--- src/design/rvs_pkg.sv ---
// ----------------------------------------------------------------------------
// rvs_pkg
// Shared types, codes and constants of the randomised value set.
// ----------------------------------------------------------------------------
package rvs_pkg;

   // Default number of slots in the value store.
   localparam int CAPACITY_DEF = 256;

   // Widths fixed by the transaction fields.
   localparam int KIND_W   = 2;
   localparam int VALUE_W  = 32;
   localparam int DRAW_W   = 31;
   localparam int COUNT_W  = 9;

   // Operation codes carried in the kind field.
   localparam logic [KIND_W-1:0] KIND_INSERT = 2'd0;
   localparam logic [KIND_W-1:0] KIND_REMOVE = 2'd1;
   localparam logic [KIND_W-1:0] KIND_GET    = 2'd2;

   // Completion status of one transaction.
   typedef enum logic [1:0] {
      ST_DONE  = 2'd0,
      ST_MISS  = 2'd1,
      ST_FULL  = 2'd2,
      ST_EMPTY = 2'd3
   } status_type;

   // Request transaction.
   typedef struct packed {
      logic [KIND_W-1:0]         kind;
      logic signed [VALUE_W-1:0] value;
      logic [DRAW_W-1:0]         random_draw;
   } req_type;

   // Result transaction.
   typedef struct packed {
      status_type                status;
      logic signed [VALUE_W-1:0] result_value;
      logic [COUNT_W-1:0]        member_count;
   } rsp_type;

   // Commands from the controller to the datapath.
   typedef struct packed {
      logic       load_req;
      logic       scan_step;
      logic       rd_last;
      logic       wr_append;
      logic       wr_hole;
      logic       mod_start;
      logic       rd_rem;
      logic       respond;
      logic       sel_result;
      status_type code;
   } ctrl_cmd_type;

   // Status from the datapath to the controller.
   typedef struct packed {
      logic [KIND_W-1:0] kind;
      logic              hit;
      logic              scan_over;
      logic              full;
      logic              empty;
      logic              mod_done;
   } dp_stat_type;

endpackage

--- src/design/rvs_ctrl.sv ---
// ----------------------------------------------------------------------------
// rvs_ctrl
// Sequencer of the randomised value set: decodes the operation and steps
// the datapath through scan, update, remainder and response.
// ----------------------------------------------------------------------------
module rvs_ctrl
   import rvs_pkg::*;
(
   input  logic         clock,
   input  logic         reset,
   input  logic         start,
   output logic         busy,
   input  dp_stat_type  stat,
   output ctrl_cmd_type cmd
);

   typedef enum logic [8:0] {
      S_IDLE     = 9'b000000001,
      S_DISPATCH = 9'b000000010,
      S_SCAN     = 9'b000000100,
      S_APPEND   = 9'b000001000,
      S_RD_LAST  = 9'b000010000,
      S_WR_HOLE  = 9'b000100000,
      S_MOD      = 9'b001000000,
      S_RD_REM   = 9'b010000000,
      S_RESPOND  = 9'b100000000
   } state_type;

   state_type  state_ff, state_in;
   status_type code_ff, code_in;
   logic       sel_ff, sel_in;

   // Next state and commands.
   always_comb begin
      state_in = state_ff;
      code_in  = code_ff;
      sel_in   = sel_ff;
      cmd      = '0;
      cmd.code       = code_ff;
      cmd.sel_result = sel_ff;
      unique case (state_ff)
         S_IDLE: begin
            if (start) begin
               cmd.load_req = 1'b1;
               sel_in       = 1'b0;
               code_in      = ST_DONE;
               state_in     = S_DISPATCH;
            end
         end
         S_DISPATCH: begin
            if (stat.kind == KIND_INSERT || stat.kind == KIND_REMOVE) begin
               state_in = S_SCAN;
            end else if (stat.kind == KIND_GET) begin
               if (stat.empty) begin
                  code_in  = ST_EMPTY;
                  state_in = S_RESPOND;
               end else begin
                  cmd.mod_start = 1'b1;
                  state_in      = S_MOD;
               end
            end else begin
               state_in = S_RESPOND;
            end
         end
         S_SCAN: begin
            cmd.scan_step = 1'b1;
            if (stat.hit) begin
               if (stat.kind == KIND_INSERT) begin
                  code_in  = ST_MISS;
                  state_in = S_RESPOND;
               end else begin
                  state_in = S_RD_LAST;
               end
            end else if (stat.scan_over) begin
               if (stat.kind == KIND_REMOVE) begin
                  code_in  = ST_MISS;
                  state_in = S_RESPOND;
               end else if (stat.full) begin
                  code_in  = ST_FULL;
                  state_in = S_RESPOND;
               end else begin
                  state_in = S_APPEND;
               end
            end
         end
         S_APPEND: begin
            cmd.wr_append = 1'b1;
            state_in      = S_RESPOND;
         end
         S_RD_LAST: begin
            cmd.rd_last = 1'b1;
            state_in    = S_WR_HOLE;
         end
         S_WR_HOLE: begin
            cmd.wr_hole = 1'b1;
            state_in    = S_RESPOND;
         end
         S_MOD: begin
            if (stat.mod_done) begin
               state_in = S_RD_REM;
            end
         end
         S_RD_REM: begin
            cmd.rd_rem = 1'b1;
            sel_in     = 1'b1;
            state_in   = S_RESPOND;
         end
         S_RESPOND: begin
            cmd.respond = 1'b1;
            state_in    = S_IDLE;
         end
         default: begin
            state_in = S_IDLE;
         end
      endcase
   end

   // State registers.
   always_ff @(posedge clock) begin
      if (reset) begin
         state_ff <= S_IDLE;
         code_ff  <= ST_DONE;
         sel_ff   <= 1'b0;
      end else begin
         state_ff <= state_in;
         code_ff  <= code_in;
         sel_ff   <= sel_in;
      end
   end

   assign busy = (state_ff != S_IDLE);

endmodule

--- config.mk ---
export PLATFORM = sky130hd
export DESIGN_NAME = rvs_ctrl
export DESIGN_NICKNAME = d
export VERILOG_FILES = /design/src/design/rvs_pkg.sv /design/src/design/rvs_ctrl.sv
export SDC_FILE = /design/constraint.sdc
export NUM_CORES = 1
export LEC_CHECK = 0
export ABC_AREA = 1
export ABC_CLOCK_PERIOD_IN_PS = 1600
export BUFFER_PORTS_ARGS = -buffer_cell sky130_fd_sc_hd__buf_2
export CORE_MARGIN = 3
export CORE_UTILIZATION = 50
export CTS_BUF_LIST = sky130_fd_sc_hd__clkbuf_2 sky130_fd_sc_hd__clkbuf_4 sky130_fd_sc_hd__clkbuf_8
export CTS_CLUSTER_DIAMETER = 40
export DETAILED_ROUTE_END_ITERATION = 10
export GPL_TIMING_DRIVEN = 1
export PLACE_DENSITY = 0.79
export SKIP_LAST_GASP = 1
export SYNTH_ARGS = -nofsm -noshare
export SYNTH_HDL_FRONTEND = slang
export SYNTH_SLANG_ARGS = --single-unit
export TNS_END_PERCENT = 1
--- constraint.sdc ---
create_clock -name clock -period 1.6 [get_ports clock]
set_input_delay 0.16 -clock clock [delete_from_list [all_inputs] [get_ports clock]]
set_output_delay 0.16 -clock clock [all_outputs]
set_load 0.05 [all_outputs]
== Word level (Yosys, flattened, before mapping) ==
Cells that the tools add are included.

* Logic and storage cells: 66
* Bits in latches: 0
* Memory bits (writable): 0
* Memories kept: 0
* ROM bits: 0
* Bits in registers: 12
* Input bits: 10
* Output and inout bits: 12

* Divide/modulo/power cells: 0
* Reduce and logical (&&, ||, !) cells: 8
* $lt $le $gt $ge: 0
* Mux-type cells: 35
* Bitwise logic cells: 0
* Add/sub/neg operators: 0
* Shift operators: 0
* Multipliers: 0
* Equal/unequal tests: 20

{| class="wikitable"
|+ Operators with widths
! kind !! number
|-
| $mux W9 || 10
|-
| $pmux W9 S6 || 1
|-
| $mux W2 || 9
|-
| $mux W1 || 13
|-
| $ne A2 B2 Y1 const B || 5
|-
| $eq A9 B1 Y1 const B || 1
|-
| $eq A9 B2 Y1 const B || 1
|-
| $eq A9 B3 Y1 const B || 1
|-
| $eq A9 B4 Y1 const B || 1
|-
| $eq A9 B5 Y1 const B || 1
|-
| $eq A9 B6 Y1 const B || 1
|-
| $eq A9 B7 Y1 const B || 1
|-
| $eq A9 B8 Y1 const B || 1
|-
| $eq A9 B9 Y1 const B || 1
|-
| $ne A9 B1 Y1 const B || 1
|-
| $reduce_and A8 Y1 || 1
|-
| $ne A3 B3 Y1 const B || 2
|-
| $pmux W2 S3 || 1
|-
| $ne A4 B4 Y1 const B || 1
|-
| $reduce_and A3 Y1 || 1
|-
| $reduce_bool A3 Y1 || 1
|-
| $reduce_or A3 Y1 || 1
|-
| $eq A2 B1 Y1 const B || 1
|-
| $eq A2 B2 Y1 const B || 1
|-
| 5 further kinds || 5
|}

== Longest topological paths before layout ==
* Depth after elaboration: 5
* Gate-level depth with buffers: 10
* Gate-level depth less buffers: 10

== Worst setup path before layout ==
Ideal clock, no wire load.

* Path type: register -> output
* Start point: reg state_ff[4]
* End point: out cmd[10] in the netlist's numbering
* Path buffers: 0
* Arrival: 1.675 ns
* Path slack: -0.235 ns
* Required time: 1.440 ns
* Cell stages (with the launch flop): 6
* Cell sequence: dfxtp_1 -> nor2_4 -> nand2_4 -> nor2_8 -> nand2_2 -> nor2_1

{| class="wikitable"
|+ RTL lines
! what !! RTL line !! source
|-
| start: declaration || rvs_ctrl.sv:29 || <nowiki>state_type state_ff, state_in;</nowiki>
|-
| start signal: assignment || rvs_ctrl.sv:125 || <nowiki>state_ff <= state_in;</nowiki>
|-
| end: declaration || rvs_ctrl.sv:14 || <nowiki>output ctrl_cmd_type cmd</nowiki>
|}

==> impl_metrics.yaml <==
place:
  detailedPlace.worstSlack_ns: 0.155
  placed_cell_area_um2: 978
  finalWeightedCongestion: 0.919
  place.port_buffers: 21
  detailedPlacementHpwl_um: 1510
yosys:
  synth-edff-count: 0
  synth_ff_type: "dfxtp_1"
  yosys.cell_count.top_type: "nor2_1"
  synth_sequential_area_ratio_pct: 27.7
  yosysTopAreaCell: "dfxtp_1"
  synth_top_cells_by_count: "nor2_1 (17), inv_1 (15), nand2_1 (13), nand3_1 (13), dfxtp_1 (12)"
  synthDistinctLibCells: 25
  netlist.area_leader.share_pct: 27.7
  asyncSetResetFlopFracSynth_pct: 0
  syn-instance-count: 121
  synthesis.area_um2: 868
  ys.warnings.count: 0
  post_synth.cell_area_avg_um2: 7.18
  synth_seq_cells: 12
  syn-num-nets: 131
  synth_area_leaders: "dfxtp_1 (28%), nand3_1 (7.5%), nor2_1 (7.3%)"
clocking:
  clk_transition_reported_paths_ns: 0.08
  tritoncts.num_buffers: 3
  clock-sinks: 12
  htreeDepth: 1
  clk_path_buf_depth: 2
  clk_root_buffer_cell: "clkbuf_4"
  clock_latency_of_the_later_clocked_register_in_the_worst_skew_pair_ns: 0.28
  cts_tree: "built"
critical_path:
  required_ns: 1.44
  setup.worst_path.end_class: "primary output"
  worstPathArrival_ns: 1.43
  worst_setup_path_start_kind: "flip-flop"
  criticalPathCategory: "reg -> out"
  cp_max_fo: 4
layout:
  antenna_cell_count: 0
  design.final.nets: 161
  number_of_fillers_in_the_final_layout: 119
  final_core_utilization_pct: 71.7
  drive_gt1_share_pct: 46.7
  area_growth_pct: 30.3
  layout.cell_area.non_filler_mm2: 0.00113
timing:
  whs_ns: 0.156
  final-max-slew-violation-count: 0
  final_hold_viol_count: 0
  least_margin_pin_slew_ns: 0.302
  finalSetupViolCount: 0
  timing.max_slew.rel_slack_pct: 79.6
  final_period_minus_worst_setup_slack_ns: 1.59
  grt_setup_unrepaired: "yes"
  fin_ws_ns: 0.0143
  fmaxAchievable_ghz: 0.631
  post-route-period-util_pct: 99.1
  final.setup_skew_ns: 0.00674
floorplan:
  die_height_um: 47.7
  initial_utilization_pct: 55.1
  dieArea_mm2: 0.00227
  floorplan.rows: 14
  fp.coreArea_mm2: 0.00158
  io-pin-count: 22
  dieWidth_um: 47.7
route:
  vias_per_cell: 5.27
  post_drt_wl_per_cell_um: 12.3
  routed-wl-met3_um: 139
  detail_route.first_pass.iterations: 4
  drt_iter0_markers: 11
  routed-wl-met2_um: 992
  highest-signal-layer: "met4"
  wirelength_um: 2050
  post-route-drc-count: 0
  route.layer.met1.wl_um: 829
  vias: 875
  detail-route-antenna-nets: 0
status:
  run_status: "finished, final reports clean"
power:
  ir_drop_uv: 950
  total_power_density_per_cell_area_mw_per_mm2: 1580
  leakage_nw: 0.543
global_routing:
  number_of_antenna_violations_at_the_first_check_in_global_routing: 0
  grt_pass1_vias: 767
  grtUsageTotal_pct: 18.9
  grt_pass1_wl_um: 3040
  gr-total-overflow: 0
  grt_max_degree: 9
job:
  cap_violations: 0
worst_hold_path:
  hold_class: "in -> reg"
-- logic make-up (layout without fill, tap and decap cells) --
family                 after synthesis  after routing  share of synthesized area (%)
flip-flops                          12             12                           27.7
AND/OR/NAND/NOR                     75             75                           53.6
buffers and inverters               24             53                           11.7
AO/OA/AOI/OAI                       10             10                           7.06
-- worst max-delay path, cell delays in order (launching register included) --
cell and delay, ns:
dfxtp_2 0.34, nor2_4 0.15, nand2_4 0.12, nor2_8 0.17, nand2_4 0.08, nor2_4 0.13, buf_8 0.15
-- sequential cells by signal (all words and copies together), names as in the netlist --
signal,cells
sel_ff,1
code_ff,2
state_ff,9
-- final timing paths --
kind	startpoint	endpoint	slack (ns)	cells past startpoint
worst min register to register	sel_ff$_SDFFE_PP0P_	sel_ff$_SDFFE_PP0P_	0.47	2
worst max register to register	state_ff[4]$_SDFFE_PP0P_	code_ff[1]$_SDFFE_PP0P_	0.10	11
worst max-delay path	state_ff[4]$_SDFFE_PP0P_	cmd[5]	0.01	6
worst min-delay path	reset	sel_ff$_SDFFE_PP0P_	0.16	2
-- power breakdown --
part	total, mW	internal (mW)	switching [mW]	leakage, nW
clock network	0.240	0.138	0.102	0.0210
logic	1.13	0.377	0.754	0.423
registers	0.413	0.355	0.0577	0.0990
-- stage by stage --
stage,power [mW],instances,setup TNS [ns]
detailed placement,1.42,154,0
global placement,1.40,154,0
floorplan,1.24,121,-0.0155
global route,1.90,166,-0.140
CTS,1.68,158,-0.0982
finish,1.78,166,0
-- area by class of cell --
type | count | area (um2) | area share (%)
repair buffers | 29 | 193 | 17.0
flip-flops and latches | 12 | 244 | 21.6
multi-input cells | 85 | 563 | 49.8
inverters | 20 | 75.1 | 6.64
well taps | 16 | 20.0 | 1.77
clock buffers | 4 | 36.3 | 3.21
-- layout by cell type, fill, tap and decap left out, types with 2 or more instances in the layout --
| cell | instances |
|---|---|
| dfxtp_1 | 9 |
| inv_1 | 15 |
| nand2_1 | 13 |
| nand3_1 | 12 |
| nor2_2 | 8 |
| nor2_1 | 13 |
| dfxtp_2 | 3 |
| inv_2 | 4 |
| nor2_4 | 6 |
| buf_6 | 2 |
| buf_2 | 16 |
| nor2_8 | 2 |
| a21oi_1 | 5 |
| nand3_2 | 4 |
| nand2_2 | 2 |
| clkbuf_4 | 5 |
| nand2_4 | 5 |
| buf_4 | 8 |
| o21ai_0 | 2 |
| nor3_1 | 6 |
-- layer usage --
metal,GRT usage [%],up-vias
met1,21.4,380
met5,0,-
li1,-,440
met3,2.26,9
met4,11.3,0
met2,33.7,46
-- what timing repair did --
item,CTS,global route
setup endpoints to repair,5,8
hold endpoints to repair,0,0
resized for setup,5,13
pin swaps,1,6
hold buffers,0,0
setup buffers,0,8
(Power assumes the default switching activity.)
